### src/design/assert_macros.svh
// Assertion helpers used by the RTL file isq_core.sv.
`ifndef ASSERT_MACROS_SVH
`define ASSERT_MACROS_SVH

// Checked on every clock edge outside reset.
`define ISQ_ASSERT(label, prop, msg) \
  label: assert property (@(posedge clk) disable iff (!rst_n) prop) \
    else $error(msg);

// Checked on every clock edge, reset included.
`define ISQ_ASSERT_ALWAYS(label, prop, msg) \
  label: assert property (@(posedge clk) prop) \
    else $error(msg);

`endif

### src/design/isq_pkg.sv
`default_nettype none

package isq_pkg;

  localparam int MV_W       = 12;
  localparam int MS_W       = 32;
  localparam int PER_W      = 16;
  localparam int CFG_IDX_W  = 3;
  localparam int CFG_DATA_W = 32;

  localparam logic [CFG_IDX_W-1:0] REG_ON_THR  = 3'd0;
  localparam logic [CFG_IDX_W-1:0] REG_OFF_THR = 3'd1;
  localparam logic [CFG_IDX_W-1:0] REG_ON_DB   = 3'd2;
  localparam logic [CFG_IDX_W-1:0] REG_OFF_DB  = 3'd3;
  localparam logic [CFG_IDX_W-1:0] REG_PERIOD  = 3'd4;
  localparam logic [CFG_IDX_W-1:0] REG_WARN    = 3'd5;

  localparam logic [MV_W-1:0]  ON_THR_RST  = 12'd2500;
  localparam logic [MV_W-1:0]  OFF_THR_RST = 12'd600;
  localparam logic [MS_W-1:0]  ON_DB_RST   = 32'd3000;
  localparam logic [MS_W-1:0]  OFF_DB_RST  = 32'd20000;
  localparam logic [PER_W-1:0] PERIOD_RST  = 16'd250;
  localparam logic [MS_W-1:0]  WARN_RST    = 32'd120000;

  typedef enum logic [1:0] {
    CLS_UNKNOWN = 2'd0,
    CLS_ON      = 2'd1,
    CLS_OFF     = 2'd2
  } cls_t;

  typedef enum logic [1:0] {
    EVT_NONE = 2'd0,
    EVT_ON   = 2'd1,
    EVT_OFF  = 2'd2
  } evt_t;

  typedef struct packed {
    logic [MV_W-1:0]  on_thr_mv;
    logic [MV_W-1:0]  off_thr_mv;
    logic [MS_W-1:0]  on_db_ms;
    logic [MS_W-1:0]  off_db_ms;
    logic [PER_W-1:0] period_ms;
    logic [MS_W-1:0]  warn_ms;
  } cfg_t;

  typedef struct packed {
    logic accepted;
    cls_t ignition_state;
    evt_t transition_event;
    logic midzone_warning;
  } res_t;

endpackage

`default_nettype wire

### src/design/isq_ifs.sv
`default_nettype none

interface isq_in_if;
  import isq_pkg::*;

  logic            valid;
  logic            ready;
  logic [MV_W-1:0] pin_mv;
  logic [MS_W-1:0] time_ms;

  modport source (output valid, output pin_mv, output time_ms, input ready);
  modport sink   (input valid, input pin_mv, input time_ms, output ready);
endinterface

interface isq_out_if;
  logic       valid;
  logic       ready;
  logic       accepted;
  logic [1:0] ignition_state;
  logic [1:0] transition_event;
  logic       midzone_warning;

  modport source (output valid, output accepted, output ignition_state,
                  output transition_event, output midzone_warning, input ready);
  modport sink   (input valid, input accepted, input ignition_state,
                  input transition_event, input midzone_warning, output ready);
endinterface

`default_nettype wire

### src/design/isq_core.sv
`default_nettype none
`include "assert_macros.svh"

module isq_core (
  input  wire logic                     clk,
  input  wire logic                     rst_n,
  input  wire logic                     adv,
  input  wire logic [isq_pkg::MV_W-1:0] pin_mv,
  input  wire logic [isq_pkg::MS_W-1:0] time_ms,
  input  wire isq_pkg::cfg_t            cfg,
  output isq_pkg::res_t                 res
);
  import isq_pkg::*;

  cls_t            qstate_r;
  cls_t            cand_r;
  logic [MS_W-1:0] cand_start_r;
  logic [MS_W-1:0] last_r;
  logic [MS_W-1:0] mz_start_r;
  logic            mz_run_r;
  logic            mz_warned_r;

  logic [MS_W-1:0] gap;
  logic [MS_W-1:0] mz_el;
  logic [MS_W-1:0] cand_el;
  logic [MS_W-1:0] need;
  logic            acc;
  logic            mz;
  logic            warn;
  logic            adopt;
  cls_t            cls;

  always_comb begin
    gap     = time_ms - last_r;
    mz_el   = time_ms - mz_start_r;
    cand_el = time_ms - cand_start_r;
    acc     = gap >= {{(MS_W-PER_W){1'b0}}, cfg.period_ms};
    if (pin_mv >= cfg.on_thr_mv) begin
      cls = CLS_ON;
    end else if (pin_mv <= cfg.off_thr_mv) begin
      cls = CLS_OFF;
    end else begin
      cls = CLS_UNKNOWN;
    end
    mz    = (cls == CLS_UNKNOWN);
    need  = (cls == CLS_ON) ? cfg.on_db_ms : cfg.off_db_ms;
    warn  = acc && mz && mz_run_r && !mz_warned_r && (mz_el >= cfg.warn_ms);
    adopt = acc && !mz && (cls == cand_r) && (cls != qstate_r) && (cand_el >= need);

    res.accepted         = acc;
    res.ignition_state   = adopt ? cls : qstate_r;
    res.transition_event = !adopt ? EVT_NONE : ((cls == CLS_ON) ? EVT_ON : EVT_OFF);
    res.midzone_warning  = warn;
  end

  always_ff @(posedge clk) begin
    if (!rst_n) begin
      qstate_r     <= CLS_UNKNOWN;
      cand_r       <= CLS_UNKNOWN;
      cand_start_r <= '0;
      last_r       <= '0;
      mz_start_r   <= '0;
      mz_run_r     <= 1'b0;
      mz_warned_r  <= 1'b0;
    end else if (adv && acc) begin
      last_r <= time_ms;
      if (mz) begin
        if (!mz_run_r) begin
          mz_run_r   <= 1'b1;
          mz_start_r <= time_ms;
        end else if (warn) begin
          mz_warned_r <= 1'b1;
        end
      end else begin
        mz_run_r    <= 1'b0;
        mz_start_r  <= '0;
        mz_warned_r <= 1'b0;
        if (cls != cand_r) begin
          cand_r       <= cls;
          cand_start_r <= time_ms;
        end else if (adopt) begin
          qstate_r <= cls;
        end
      end
    end
  end

  `ISQ_ASSERT(a_evt_on_state, (adv && res.transition_event == EVT_ON) |=> (qstate_r == CLS_ON), "engine-on event without on state")
  `ISQ_ASSERT(a_evt_off_state, (adv && res.transition_event == EVT_OFF) |=> (qstate_r == CLS_OFF), "engine-off event without off state")
  `ISQ_ASSERT(a_warn_latch, (adv && res.midzone_warning) |=> (mz_warned_r && mz_run_r), "midzone warning not latched")
  `ISQ_ASSERT(a_reject_hold, (adv && !res.accepted) |=> ($stable(last_r) && $stable(qstate_r)), "rejected item changed state")
  `ISQ_ASSERT_ALWAYS(a_warn_needs_run, (rst_n && adv && res.midzone_warning) |-> (mz_run_r && !mz_warned_r), "warning outside an armed midzone")

endmodule

`default_nettype wire

### src/design/ignition_sense_qualifier_top.sv
// Ignition sense qualifier. Takes one item (pin millivolts, wrapping ms timestamp) per clock
// unless the result side stalls, and returns exactly one result item per input item: whether
// the sample passed the sample period gate, the debounced ignition state (unknown/on/off),
// an engine-on/off event on the item that changes the state, and a one-time midzone warning.
// Throughput is one item per cycle unless out_item.ready stalls; items pass through an input
// register and a result register; unused cfg indexes are ignored. The cycle time is set by
// the 32-bit timestamp subtract-and-compare feeding the state update. The user must write
// registers through cfg_we/cfg_index/cfg_wdata only while no item is in flight (not enforced).
`default_nettype none

module ignition_sense_qualifier_top (
  input  wire logic                           clk,
  input  wire logic                           rst_n,
  isq_in_if.sink                              in_item,
  isq_out_if.source                           out_item,
  input  wire logic                           cfg_we,
  input  wire logic [isq_pkg::CFG_IDX_W-1:0]  cfg_index,
  input  wire logic [isq_pkg::CFG_DATA_W-1:0] cfg_wdata
);
  import isq_pkg::*;

  cfg_t            cfg_r;
  logic            s1_vld_r;
  logic [MV_W-1:0] s1_pin_r;
  logic [MS_W-1:0] s1_time_r;
  logic            out_vld_r;
  res_t            out_res_r;
  res_t            res;
  logic            out_free;
  logic            s1_adv;

  always_ff @(posedge clk) begin
    if (!rst_n) begin
      cfg_r.on_thr_mv  <= ON_THR_RST;
      cfg_r.off_thr_mv <= OFF_THR_RST;
      cfg_r.on_db_ms   <= ON_DB_RST;
      cfg_r.off_db_ms  <= OFF_DB_RST;
      cfg_r.period_ms  <= PERIOD_RST;
      cfg_r.warn_ms    <= WARN_RST;
    end else if (cfg_we) begin
      unique case (cfg_index)
        REG_ON_THR:  cfg_r.on_thr_mv  <= cfg_wdata[MV_W-1:0];
        REG_OFF_THR: cfg_r.off_thr_mv <= cfg_wdata[MV_W-1:0];
        REG_ON_DB:   cfg_r.on_db_ms   <= cfg_wdata[MS_W-1:0];
        REG_OFF_DB:  cfg_r.off_db_ms  <= cfg_wdata[MS_W-1:0];
        REG_PERIOD:  cfg_r.period_ms  <= cfg_wdata[PER_W-1:0];
        REG_WARN:    cfg_r.warn_ms    <= cfg_wdata[MS_W-1:0];
        default: begin
        end
      endcase
    end
  end

  assign out_free      = !out_vld_r || out_item.ready;
  assign s1_adv        = s1_vld_r && out_free;
  assign in_item.ready = !s1_vld_r || out_free;

  always_ff @(posedge clk) begin
    if (!rst_n) begin
      s1_vld_r <= 1'b0;
    end else if (in_item.ready) begin
      s1_vld_r <= in_item.valid;
    end
  end

  always_ff @(posedge clk) begin
    if (in_item.valid && in_item.ready) begin
      s1_pin_r  <= in_item.pin_mv;
      s1_time_r <= in_item.time_ms;
    end
  end

  isq_core u_core (
    .clk     (clk),
    .rst_n   (rst_n),
    .adv     (s1_adv),
    .pin_mv  (s1_pin_r),
    .time_ms (s1_time_r),
    .cfg     (cfg_r),
    .res     (res)
  );

  always_ff @(posedge clk) begin
    if (!rst_n) begin
      out_vld_r <= 1'b0;
    end else if (out_free) begin
      out_vld_r <= s1_vld_r;
    end
  end

  always_ff @(posedge clk) begin
    if (s1_adv) begin
      out_res_r <= res;
    end
  end

  assign out_item.valid            = out_vld_r;
  assign out_item.accepted         = out_res_r.accepted;
  assign out_item.ignition_state   = out_res_r.ignition_state;
  assign out_item.transition_event = out_res_r.transition_event;
  assign out_item.midzone_warning  = out_res_r.midzone_warning;

endmodule

`default_nettype wire

### src/flat_wrapper.sv
// flat-port wrapper written by rule: the top's interface ports become plain ports
module ignition_sense_qualifier_top_flat import isq_pkg::*;
  (clk, rst_n, cfg_we, cfg_index, cfg_wdata, in_item_valid, in_item_pin_mv, in_item_time_ms, in_item_ready, out_item_valid, out_item_accepted, out_item_ignition_state, out_item_transition_event, out_item_midzone_warning, out_item_ready);
  isq_in_if in_item_i ();
  isq_out_if out_item_i ();
  input  wire logic clk;
  input  wire logic rst_n;
  input  wire logic cfg_we;
  input  wire logic [isq_pkg::CFG_IDX_W-1:0] cfg_index;
  input  wire logic [isq_pkg::CFG_DATA_W-1:0] cfg_wdata;
  input wire logic [$bits(in_item_i.valid)-1:0] in_item_valid;
  input wire logic [$bits(in_item_i.pin_mv)-1:0] in_item_pin_mv;
  input wire logic [$bits(in_item_i.time_ms)-1:0] in_item_time_ms;
  output wire logic [$bits(in_item_i.ready)-1:0] in_item_ready;
  output wire logic [$bits(out_item_i.valid)-1:0] out_item_valid;
  output wire logic [$bits(out_item_i.accepted)-1:0] out_item_accepted;
  output wire logic [$bits(out_item_i.ignition_state)-1:0] out_item_ignition_state;
  output wire logic [$bits(out_item_i.transition_event)-1:0] out_item_transition_event;
  output wire logic [$bits(out_item_i.midzone_warning)-1:0] out_item_midzone_warning;
  input wire logic [$bits(out_item_i.ready)-1:0] out_item_ready;
  assign in_item_i.valid = in_item_valid;
  assign in_item_i.pin_mv = in_item_pin_mv;
  assign in_item_i.time_ms = in_item_time_ms;
  assign in_item_ready = in_item_i.ready;
  assign out_item_valid = out_item_i.valid;
  assign out_item_accepted = out_item_i.accepted;
  assign out_item_ignition_state = out_item_i.ignition_state;
  assign out_item_transition_event = out_item_i.transition_event;
  assign out_item_midzone_warning = out_item_i.midzone_warning;
  assign out_item_i.ready = out_item_ready;
  ignition_sense_qualifier_top u_core (.clk(clk), .rst_n(rst_n), .in_item(in_item_i), .out_item(out_item_i), .cfg_we(cfg_we), .cfg_index(cfg_index), .cfg_wdata(cfg_wdata));
endmodule
### config.mk
export PLATFORM = sky130hd
export DESIGN_NAME = ignition_sense_qualifier_top_flat
export DESIGN_NICKNAME = d
export VERILOG_FILES = /design/src/design/isq_pkg.sv /design/src/design/isq_ifs.sv /design/src/design/isq_core.sv /design/src/design/ignition_sense_qualifier_top.sv /design/src/flat_wrapper.sv
export VERILOG_INCLUDE_DIRS = /design/src /design/src/design
export SDC_FILE = /design/constraint.sdc
export NUM_CORES = 1
export LEC_CHECK = 0
export BUFFER_PORTS_ARGS = -buffer_cell sky130_fd_sc_hd__buf_2
export CORE_MARGIN = 4
export CORE_UTILIZATION = 35
export DETAILED_ROUTE_END_ITERATION = 8
export HOLD_SLACK_MARGIN = 0.06
export PLACE_DENSITY = 0.5
export SLEW_MARGIN = 20
export SYNTH_ARGS = -nofsm -noshare
export SYNTH_HDL_FRONTEND = slang
export SYNTH_HIERARCHICAL = 1
export SYNTH_SLANG_ARGS = --single-unit
### constraint.sdc
create_clock -name clk -period 6 [get_ports clk]
set_clock_uncertainty 0.1 [all_clocks]
set_input_delay 0.6 -clock clk [delete_from_list [all_inputs] [get_ports clk]]
set_output_delay 0.6 -clock clk [all_outputs]
set_load 0.01 [all_outputs]
# == Word-level counts from Yosys, hierarchy flattened ==
# Cells that the tools add are included.
# op_classes
addsub,3
order_cmp,5
eq_ne,12
mux,11
n_bitwise,2
n_reduce_logical,29
# op_table
operator,n
32-bit 2-to-1 mux,3
32-bit subtractor,3
32-bit greater-or-equal comparator,2
32-bit by 16-bit greater-or-equal comparator with 1-bit output,1
2-bit AND reduction,7
12-bit greater-or-equal comparator,1
12-bit less-or-equal comparator,1
1-bit logical AND,11
3-bit AND reduction,3
2-bit 2-to-1 mux,4
"3-bit by 2-bit equality test with 1-bit output, second input constant",2
"3-bit equality test, second input constant",2
1-bit logical NOT,4
1-bit 2-to-1 mux,4
2-bit != test,2
"2-bit != test, second input constant",2
"3-bit by 1-bit equality test with 1-bit output, second input constant",1
3-bit logical NOT,1
"2-bit by 1-bit equality test with 1-bit output, second input constant",1
2-bit equality test,1
2-bit logical NOT,1
1-bit logical OR,2
"2-bit by 1-bit != test with 1-bit output, second input constant",1
1-bit inverter,2
# totals
register_bits,290
inputBits,84
out_inout_bits,8

# == Depth between registers and ports, before layout ==
# Gate-level depths: netlist (run 1).
# logic_depth
depth_word,11
mapped_depth,24
ltp_nobuf,24

# == By module ==
# The synthesis (run 1) kept the hierarchy.
# modules_own_cells
mod,instances,cells_per_inst,area_each_um2,seq_area_each_um2
isq_core,1,1525,11743.8,2042.0
ignition_sense_qualifier_top,1,563,6762.7,4264.1

# == Least setup slack after synthesis (run 1) ==
# OpenSTA, ideal clock, no wires.
# synth_path
path_kind,reg-to-reg
start,register u_core.s1_pin_r[7]
end,"register u_core.out_res_r, in the netlist u_core/out_item.ignition_state[0] (data pin)"
t_arrival_ps,4381
t_required_ps,5638
slack_ps,1257
stages_incl_launch_ff,20
period_less_slack_ps,4743
cell_sequence,edfxtp_1 ha_1 nand2_1 nor3_1 a21oi_1 o31ai_1 clkbuf_1 clkbuf_1 mux2i_1 ha_1 a21oi_1 o21ai_0 a21oi_1 o21ai_0 a221oi_1 o211ai_1 a221oi_1 o21ai_0 nand2_1 mux2_1
# synth_rtl
item,line,rtl
"start, declared",ignition_sense_qualifier_top.sv:24,logic [MV_W-1:0] s1_pin_r;
"start signal, assigned",ignition_sense_qualifier_top.sv:68,s1_pin_r <= in_item.pin_mv;
"end signal, assigned",ignition_sense_qualifier_top.sv:93,out_res_r <= res;
"end, declared",ignition_sense_qualifier_top.sv:27,res_t out_res_r;

==> results of run 1 <==
[registers in the layout, indices dropped and copies added (netlist names), 2 cells and up]
signal and count:
u_core/out_item.transition_event 2, u_core/u_core/cand_r 2, u_core/u_core/last_r 32, u_core/cfg_r 136, u_core/u_core/cand_start_r 32, u_core/s1_pin_r 12
u_core/u_core/qstate_r 2, u_core/out_item.ignition_state 2, u_core/u_core/mz_start_r 32, u_core/s1_time_r 32
[Yosys cell counts, types with 17 or more instances]
master | instances | area, sq um
o21ai_0 | 76 | 380
a22o_1 | 33 | 289
nand3_1 | 58 | 290
inv_1 | 190 | 713
buf_2 | 22 | 110
nor2b_1 | 69 | 432
clkbuf_1 | 49 | 184
a21o_1 | 46 | 345
nor3_1 | 21 | 105
xor2_1 | 22 | 193
mux2i_1 | 207 | 2070
a21oi_1 | 135 | 676
nand4_1 | 17 | 106
nor2_1 | 68 | 255
xnor2_1 | 51 | 447
nand2_1 | 272 | 1020
o21ai_1 | 22 | 110
ha_1 | 197 | 2460
edfxtp_1 | 50 | 1500
dfxtp_1 | 240 | 4800
o21a_1 | 24 | 180
[cells in the final DEF (no fill, tap or decap), types with 6 or more instances in the layout]
cell type  netlist  routed
inv_1          190     190
o21bai_1         6       6
a221oi_1         6       6
a21o_1          46      46
buf_2           22      90
o31a_1           6       6
buf_4            7      16
nand4_1         17      17
clkbuf_8         0       6
a21oi_1        135     134
nand2_1        272     272
o21ai_1         22      22
xor2_1          22      22
nor3b_1          7       7
nor2_1          68      67
nor3_1          21      21
o21ai_0         76      76
clkinv_2         0       8
o31ai_1          7       6
ha_1           197     197
a2111oi_0        7       6
edfxtp_1        50      50
mux2i_1        207     207
o2111ai_1        6       6
a211oi_1        15      15
nand3_1         58      58
a22o_1          33      33
o21a_1          24      24
nand2b_1        16      16
clkbuf_16        0      39
o211ai_1        16      16
nor2b_1         69      69
or3_1            6       6
a31oi_1          8       8
and3_1          13      13
dfxtp_1        240     240
xnor2_1         51      51
[final cells by class]
type	instances	area share (%)
tap	688	4.12
clock inverter	21	0.957
sequential	290	30.2
multi-input combinational	1525	53.3
timing repair buffer	109	2.99
inverter	190	3.41
clock buffer	49	5.08
[cell families after synthesis]
family	Yosys count	share of synthesized area, %
XOR/XNOR	73	3.45
multiplexers	209	11.3
adder cells (fa/ha/maj)	200	13.6
AO/OA/AOI/OAI	453	16.2
AND/OR/NAND/NOR	590	15.3
buffers and inverters	273	5.99
flip-flops	290	34.1
[power breakdown]
part	internal (mW)	switching (mW)
Sequential	2.06	0.0632
Combinational	0.499	0.739
Clock	1.36	0.916
Total	3.91	1.72
[per-stage QoR]
step                      power [mW]  hold WS (ns)  area (sq um)  setup slack (ns)  cells
after floorplan                 3.02         0.329         18500              1.26   2088
after global placement          3.38         0.342         19700             0.422   2802
after detailed placement        3.39         0.350         19700             0.353   2802
after CTS                       5.71        0.0729         20900             0.326   2872
after global routing            5.94        0.0810         20900           0.00163   2872
final                           5.63         0.121         20900             0.414   2872
[per-layer routing]
metal / routed length (um) / GRT usage (%) / share of wire [%]
met1: 27200 / 27.0 / 51
met2: 23000 / 29.0 / 43
met3: 1970 / 2.22 / 3.7
met4: 1340 / 5.64 / 2.5
met5: 0 / 0 / 0
[worst register-to-register path, delay by kind of cell (launching register included)]
family          cells  cell delay, ns
fa+ha+maj           3            0.91
mux                 1            0.34
buf+inv             2            0.21
compound gates     14            2.97
flops               1            0.41
simple gates        3            0.42
[timing repair]
action                                  4_1_cts  5_1_grt
hold buffers                                  0        0
hold endpoints to repair                      0        0
endpoints found under the setup margin        0        1
buffers inserted                              0        0
gates resized for setup                       0        1
[worst paths after layout]
| kind | startpoint | cells past startpoint | to |
|---|---|---|---|
| worst min-delay path | in_item_pin_mv[5] | 1 | u_core/s1_pin_r[5]$_DFFE_PP_ |
| worst max-delay path | u_core/s1_time_r[0]$_DFFE_PP_ | 23 | u_core/out_item.ignition_state[0]$_DFFE_PP_ |
| worst min register to register | u_core/u_core/last_r[23]$_SDFFE_PN0P_ | 2 | u_core/u_core/last_r[23]$_SDFFE_PN0P_ |
| worst max register to register | u_core/s1_time_r[0]$_DFFE_PP_ | 23 | u_core/out_item.ignition_state[0]$_DFFE_PP_ |
==> summary.txt, run 1 <==
Clock tree
  • Clock Tree Buf Depth: 3
  • CTS Sinks: 290
  • Clock Tree Root: clkbuf_16
  • Worst-Skew Late Latency: 0.56 ns
  • Worst-path clk slew: 0.06 ns
  • H-Tree Depth: 2
  • CTS tree: built
  • TritonCTS Buffers: 38

Place
  • DP HPWL: 40.9 mm
  • Final GP Congestion: 0.889
  • Port bufs: 91

Finish
  • FILL cells: 5,256
  • Multi-input gate area: 11,100 sq um
  • Antenna fix cells: 0
  • Core Util, Final: 39.9%
  • Register area: 6310 sq um
  • Layout cells sized above 1: 9.07%
  • Fin nets: 2,438
  • Area growth syn-to-layout: 13.0%

Yosys
  • Distinct cells, synth: 77
  • Synth Flop Type: dfxtp_1
  • Post-synth ARST share: 0%
  • Synth Cell Area: 18,500 sq um
  • Synthesized area per cell: 8.86 sq um
  • FF+latch count, synth: 290
  • YS warnings: 6
  • Syn nets: 2,372
  • Post-synth EDFFs: 50
  • Syn Inst Count: 2,088
  • Post-synthesis sequential area ratio: 34.1%

Route
  • Post-route DRC: 0
  • Pre-Repair DR Iteration Count: 7
  • Routed WL per cell: 18.7 um
  • Post-DRT Antenna Nets: 0
  • Via count: 14.8k
  • Via density: 5.16
  • DR iter-0 viols: 868
  • Final wirelength: 53.6 mm

Die
  • Die width: 238 um
  • Die area: 56,600 sq um
  • Site row count: 84
  • DIE HEIGHT: 238 um
  • Core Area: 52,400 sq um
  • Num ports: 92
  • Initial Utilization: 35.3%

GRT
  • First-pass GRT wire length: 83.7 mm
  • Number of global-route vias before repair: 14.8k
  • GRT Total Usage: 18.6%
  • Largest net degree at the start of global routing: 156
  • Gr ovfl total: 0
  • Antenna violations before repair: 0

Timing
  • Setup violators final: 0
  • Final cycle utilization of the critical path: 93.1%
  • Final Hold Viols: 0
  • Tightest Pin Transition: 1.06 ns
  • FMAX: 179 MHz
  • Minimum clock period: 5.59 ns
  • RSZ-0062 raised after global routing: false
  • Relative slew margins: 28.1%
  • Final number of max-transition violations: 0
  • Setup TNS: 0 ns

Setup path
  • CP max stage cell: edfxtp_1
  • Crit path max-delay family: compound AO/OA/AOI/OAI gates
  • Crit-path max FO: 3
  • Crit path DAT: 5.78 ns
  • Crit. End Element: flop
  • Setup crit start kind: flop
  • CP required: 6.19 ns
  • R2R Setup Slk: 0.41 ns
  • Critical path class: reg2reg
  • Worst-path cell chain: inv_1 > ha_1 > inv_1 > fa_1 > a21o_1 > a21oi_1 > nor2b_1 > o21ai_0 > nor2_1 > o21a_1 > o21ai_0 > a21oi_1 > o21ai_0 > a21oi_1 > ha_1 > o21ai_0 > a211oi_1 > a2111oi_1 > o211ai_1 > a221oi_1 > o21ai_0 > nand2_1 > mux2_1
  • CP peak stage delay: 0.41 ns
  • Most used cell, CP: o21ai_0
  • Buf+Inv Stages, Crit Path: 2

Power
  • P_leak: 8.75 nW
  • Pwr/cell area: 269 nW/um^2
  • Worst VDD drop: 175 uV

Job
  • Max cap viols: 0

Hold path
  • HP Class: in2reg

Status
  • Outcome: finished clean
Note: power is estimated with default switching activity, not from simulation.
==> inputs of run 2 (changes only) <==
--- a/config.mk
+++ b/config.mk
@@ -11,7 +11,7 @@
 export CORE_UTILIZATION = 35
 export DETAILED_ROUTE_END_ITERATION = 8
 export HOLD_SLACK_MARGIN = 0.06
-export PLACE_DENSITY = 0.5
+export PLACE_DENSITY = 0.52
 export SLEW_MARGIN = 20
 export SYNTH_ARGS = -nofsm -noshare
 export SYNTH_HDL_FRONTEND = slang
==> constraint.sdc (replaced) <==
create_clock -name clk -period 4.74 [get_ports clk]
set_clock_uncertainty 0.1 [all_clocks]
set_input_delay 0.474 -clock clk [delete_from_list [all_inputs] [get_ports clk]]
set_output_delay 0.474 -clock clk [all_outputs]
set_load 0.01 [all_outputs]
==> run 2 against run 1 <==
Compared with the run above: the flow now finishes with violations (setup timing); via count is 8.7% higher; highest routed layer is now met5; cell count is 9.9% higher; sequential power is 26% higher; power is 32% higher; clock power is 22% higher; non-clock buffer count is 289 higher; hold slack worse by 0.017 ns; core utilization is 5.7 points higher; wire length is 8.5% higher; fmax is 15% higher; clock-buffer cell count stayed put; register-to-register slack worse by 0.53 ns; largest cell class unchanged.
==> summary.txt, run 2 (same netlist as run 1, synthesis figures left out) <==
Job
  • Max cap viols: 0 (unchanged)

Place
  • Final GP Congestion: 0.894 (+0.60%)
  • Pre-CTS WS: -0.602 ns (-0.955 ns)
  • DP HPWL: 42.7 mm (+4.5%)
  • Port bufs: 91 (unchanged)

Route
  • Post-DRT Antenna Nets: 0 (unchanged)
  • Metal2 WL: 25.8 mm (+12%)
  • Pre-Repair DR Iteration Count: 5 (-2)
  • Final wirelength: 58.1 mm (+8.5%)
  • DRT met1 WL: 28.5 mm (+4.5%)
  • Via count: 16.1k (+8.7%)
  • Post-route DRC: 0 (unchanged)
  • DR iter-0 viols: 977 (+13%)
  • Top routing layer used: met5
  • Routed wl met3: 2.24 mm (+14%)
  • Via density: 5.11 (-1.1%)
  • Routed WL per cell: 18.4 um (-1.3%)

Timing
  • Final Hold Viols: 0 (unchanged)
  • RSZ-0062 raised after global routing: true
  • Hold slack: 0.103 ns (-0.0172 ns)
  • Final cycle utilization of the critical path: 102% (+9.4 points)
  • Tightest Pin Transition: 1.06 ns (-0.00105 ns)
  • Minimum clock period: 4.86 ns (-0.729 ns)
  • Setup TNS: -3.19 ns (-3.19 ns)
  • Final number of max-transition violations: 0 (unchanged)
  • Post-route setup slack: -0.118 ns (-0.531 ns)
  • Setup violators final: 72 (+72)
  • FMAX: 206 MHz (+15%)
  • Relative slew margins: 28.8% (+0.68 points)

GRT
  • First-pass GRT wire length: 89.8 mm (+7.4%)
  • Antenna violations before repair: 1 (+1)
  • GRT Total Usage: 20.0% (+1.4 points)
  • Gr ovfl total: 0 (unchanged)
  • Number of global-route vias before repair: 16.2k (+9.1%)
  • Largest net degree at the start of global routing: 149 (-4.5%)

Clock tree
  • Clock Tree Root: clkbuf_16
  • Worst-Skew Late Latency: 0.57 ns (about the same)
  • Clock Tree Buf Depth: 3 (unchanged)
  • TritonCTS Buffers: 36 (-5.3%)
  • CTS tree: built
  • Worst-path clk slew: 0.07 ns (about the same)
  • H-Tree Depth: 2 (unchanged)
  • CTS Sinks: 290 (unchanged)

Power
  • Logic gate share of total power: 27.1% (+5.1 points)
  • Worst VDD drop: 265 uV (+51%)
  • P_leak: 10.2 nW (+17%)
  • Flop pwr share: 35.8% (-1.9 points)
  • Switching fraction of total power: 31.1% (+0.63 points)
  • Clock share of power: 37.1% (-3.3 points)
  • Total Power: 7.46 mW (+32%)
  • Internal Pwr Total: 5.13 mW (+31%)
  • Sw power: 2.32 mW (+35%)
  • Pwr/cell area: 312 nW/um^2 (+16%)

Hold path
  • HP Class: in2reg
  • Hold worst-path end: u_core/cfg_r[86]$_SDFFE_PN0P_
  • Hold_sp: cfg_wdata[6]
  • Hold path cells: 3 (+2)

Setup path
  • Crit path DAT: 5.20 ns (-0.58 ns)
  • Crit. End Element: flop
  • Setup crit start kind: flop
  • RR Startpoint: u_core/s1_time_r[1]$_DFFE_PP_
  • Crit-path max FO: 3 (unchanged)
  • Reg2reg end: u_core/out_item.midzone_warning$_DFFE_PP_
  • CP required: 5.08 ns (-1.11 ns)
  • Critical Path Source: u_core/s1_time_r[1]$_DFFE_PP_
  • R2R depth: 20 (-13%)
  • Critical path class: reg2reg
  • R2R Setup Slk: -0.12 ns (-0.53 ns)

Status
  • Outcome: complete, but fails checks
  • Failing checks: setup timing

Die
  • Num ports: 92 (unchanged)
  • DIE HEIGHT: 238 um (unchanged)
  • Die width: 238 um (unchanged)
  • Die area: 56,600 sq um (unchanged)
  • Core Area: 52,400 sq um (unchanged)
  • Initial Utilization: 35.3% (unchanged)
  • Site row count: 84 (unchanged)

Finish
  • Top reg by flops: u_core/cfg_r
  • Max reg flops: 136 (unchanged)
  • Antenna fix cells: 0 (unchanged)
  • Area growth syn-to-layout: 29.3%
  • Layout cells sized above 1: 21.2% (+12 points)
  • Most common cell after layout, fill and taps aside: nand2_1
  • Most frequent cells in the layout: 269 x nand2_1, 239 x dfxtp_1, 238 x buf_4, 206 x mux2i_1, 188 x inv_1
  • Fin nets: 2,725 (+12%)
## run 2: cell types whose count changed in the layout (fill, tap and decap cells not counted), sizes merged
cell,change
bufbuf,+1
dlygate4sd3,+45
clkinv,-6
buf,+242
inv,+1
clkbuf,+1
## run 2: metrics by stage
step                      area, sq um  utilization [%]  std cells
after global routing            23900             45.6       3156
after floorplan                 18500                -       2088
after CTS                       23700             45.1       3149
final                           23900             45.6       3156
after global placement          21300             40.6       3010
after detailed placement        21300             40.6       3010
## run 2: area by class of cell
| type | count | area [sq um] |
|---|---|---|
| fillers | 5055 | 28500 |
| clock inverters | 16 | 201 |
| inverters | 190 | 713 |
| well taps | 688 | 861 |
| flip-flops and latches | 290 | 6310 |
| clock buffers | 49 | 980 |
| multi-input cells | 1525 | 11700 |
| repair buffers | 398 | 3180 |
## run 2: worst max path at each step
stage	to	slack, ns	depth (start not counted)
after floorplan	u_core/out_item.ignition_state[0]$_DFFE_PP_	0.006	22
after global placement	u_core/out_item.midzone_warning$_DFFE_PP_	-0.50	20
after global routing	u_core/u_core/mz_start_r[2]$_SDFFE_PN0P_	-0.36	22
after CTS	u_core/out_item.midzone_warning$_DFFE_PP_	-0.12	21
after detailed placement	u_core/out_item.midzone_warning$_DFFE_PP_	-0.60	20
final	u_core/out_item.midzone_warning$_DFFE_PP_	-0.12	20
## run 2: timing repair
action,in CTS,in global routing
hold buffers,45,0
endpoints found under the hold margin,45,0
resized for setup,104,44
gates cloned,7,1
pin swaps,44,36
setup buffers,22,10
endpoints found under the setup margin,96,108
## run 2: metal layers
layer / GRT usage (%) / vias up
li1: - / 8102
met3: 2.25 / 89
met4: 6.23 / 2
met1: 28.4 / 7603
met5: 0 / -
met2: 32.0 / 332
## run 2: critical path, stage by stage, from the launching register on
cell,delay (ns)
edfxtp_1,0.43
buf_4,0.16
ha_1,0.27
nor2b_1,0.15
o31a_1,0.27
a21oi_2,0.23
o21ai_1,0.09
buf_4,0.16
a2111oi_4,0.36
buf_4,0.17
nor2_1,0.04
o21a_1,0.21
a311oi_2,0.33
xnor2_1,0.12
ha_1,0.31
nand4_1,0.09
or3_4,0.38
or3_4,0.35
a2111oi_4,0.20
o31a_1,0.19
and3b_1,0.16
## run 2: power groups by stage
stage | Clock [mW] | Sequential [mW] | Combinational, mW
floorplan | 0 | 2.70 | 1.12
global placement | 0 | 2.72 | 1.77
detailed placement | 0 | 2.72 | 1.80
CTS | 2.86 | 2.67 | 1.96
global route | 2.95 | 2.68 | 2.22
finish | 2.76 | 2.67 | 2.02
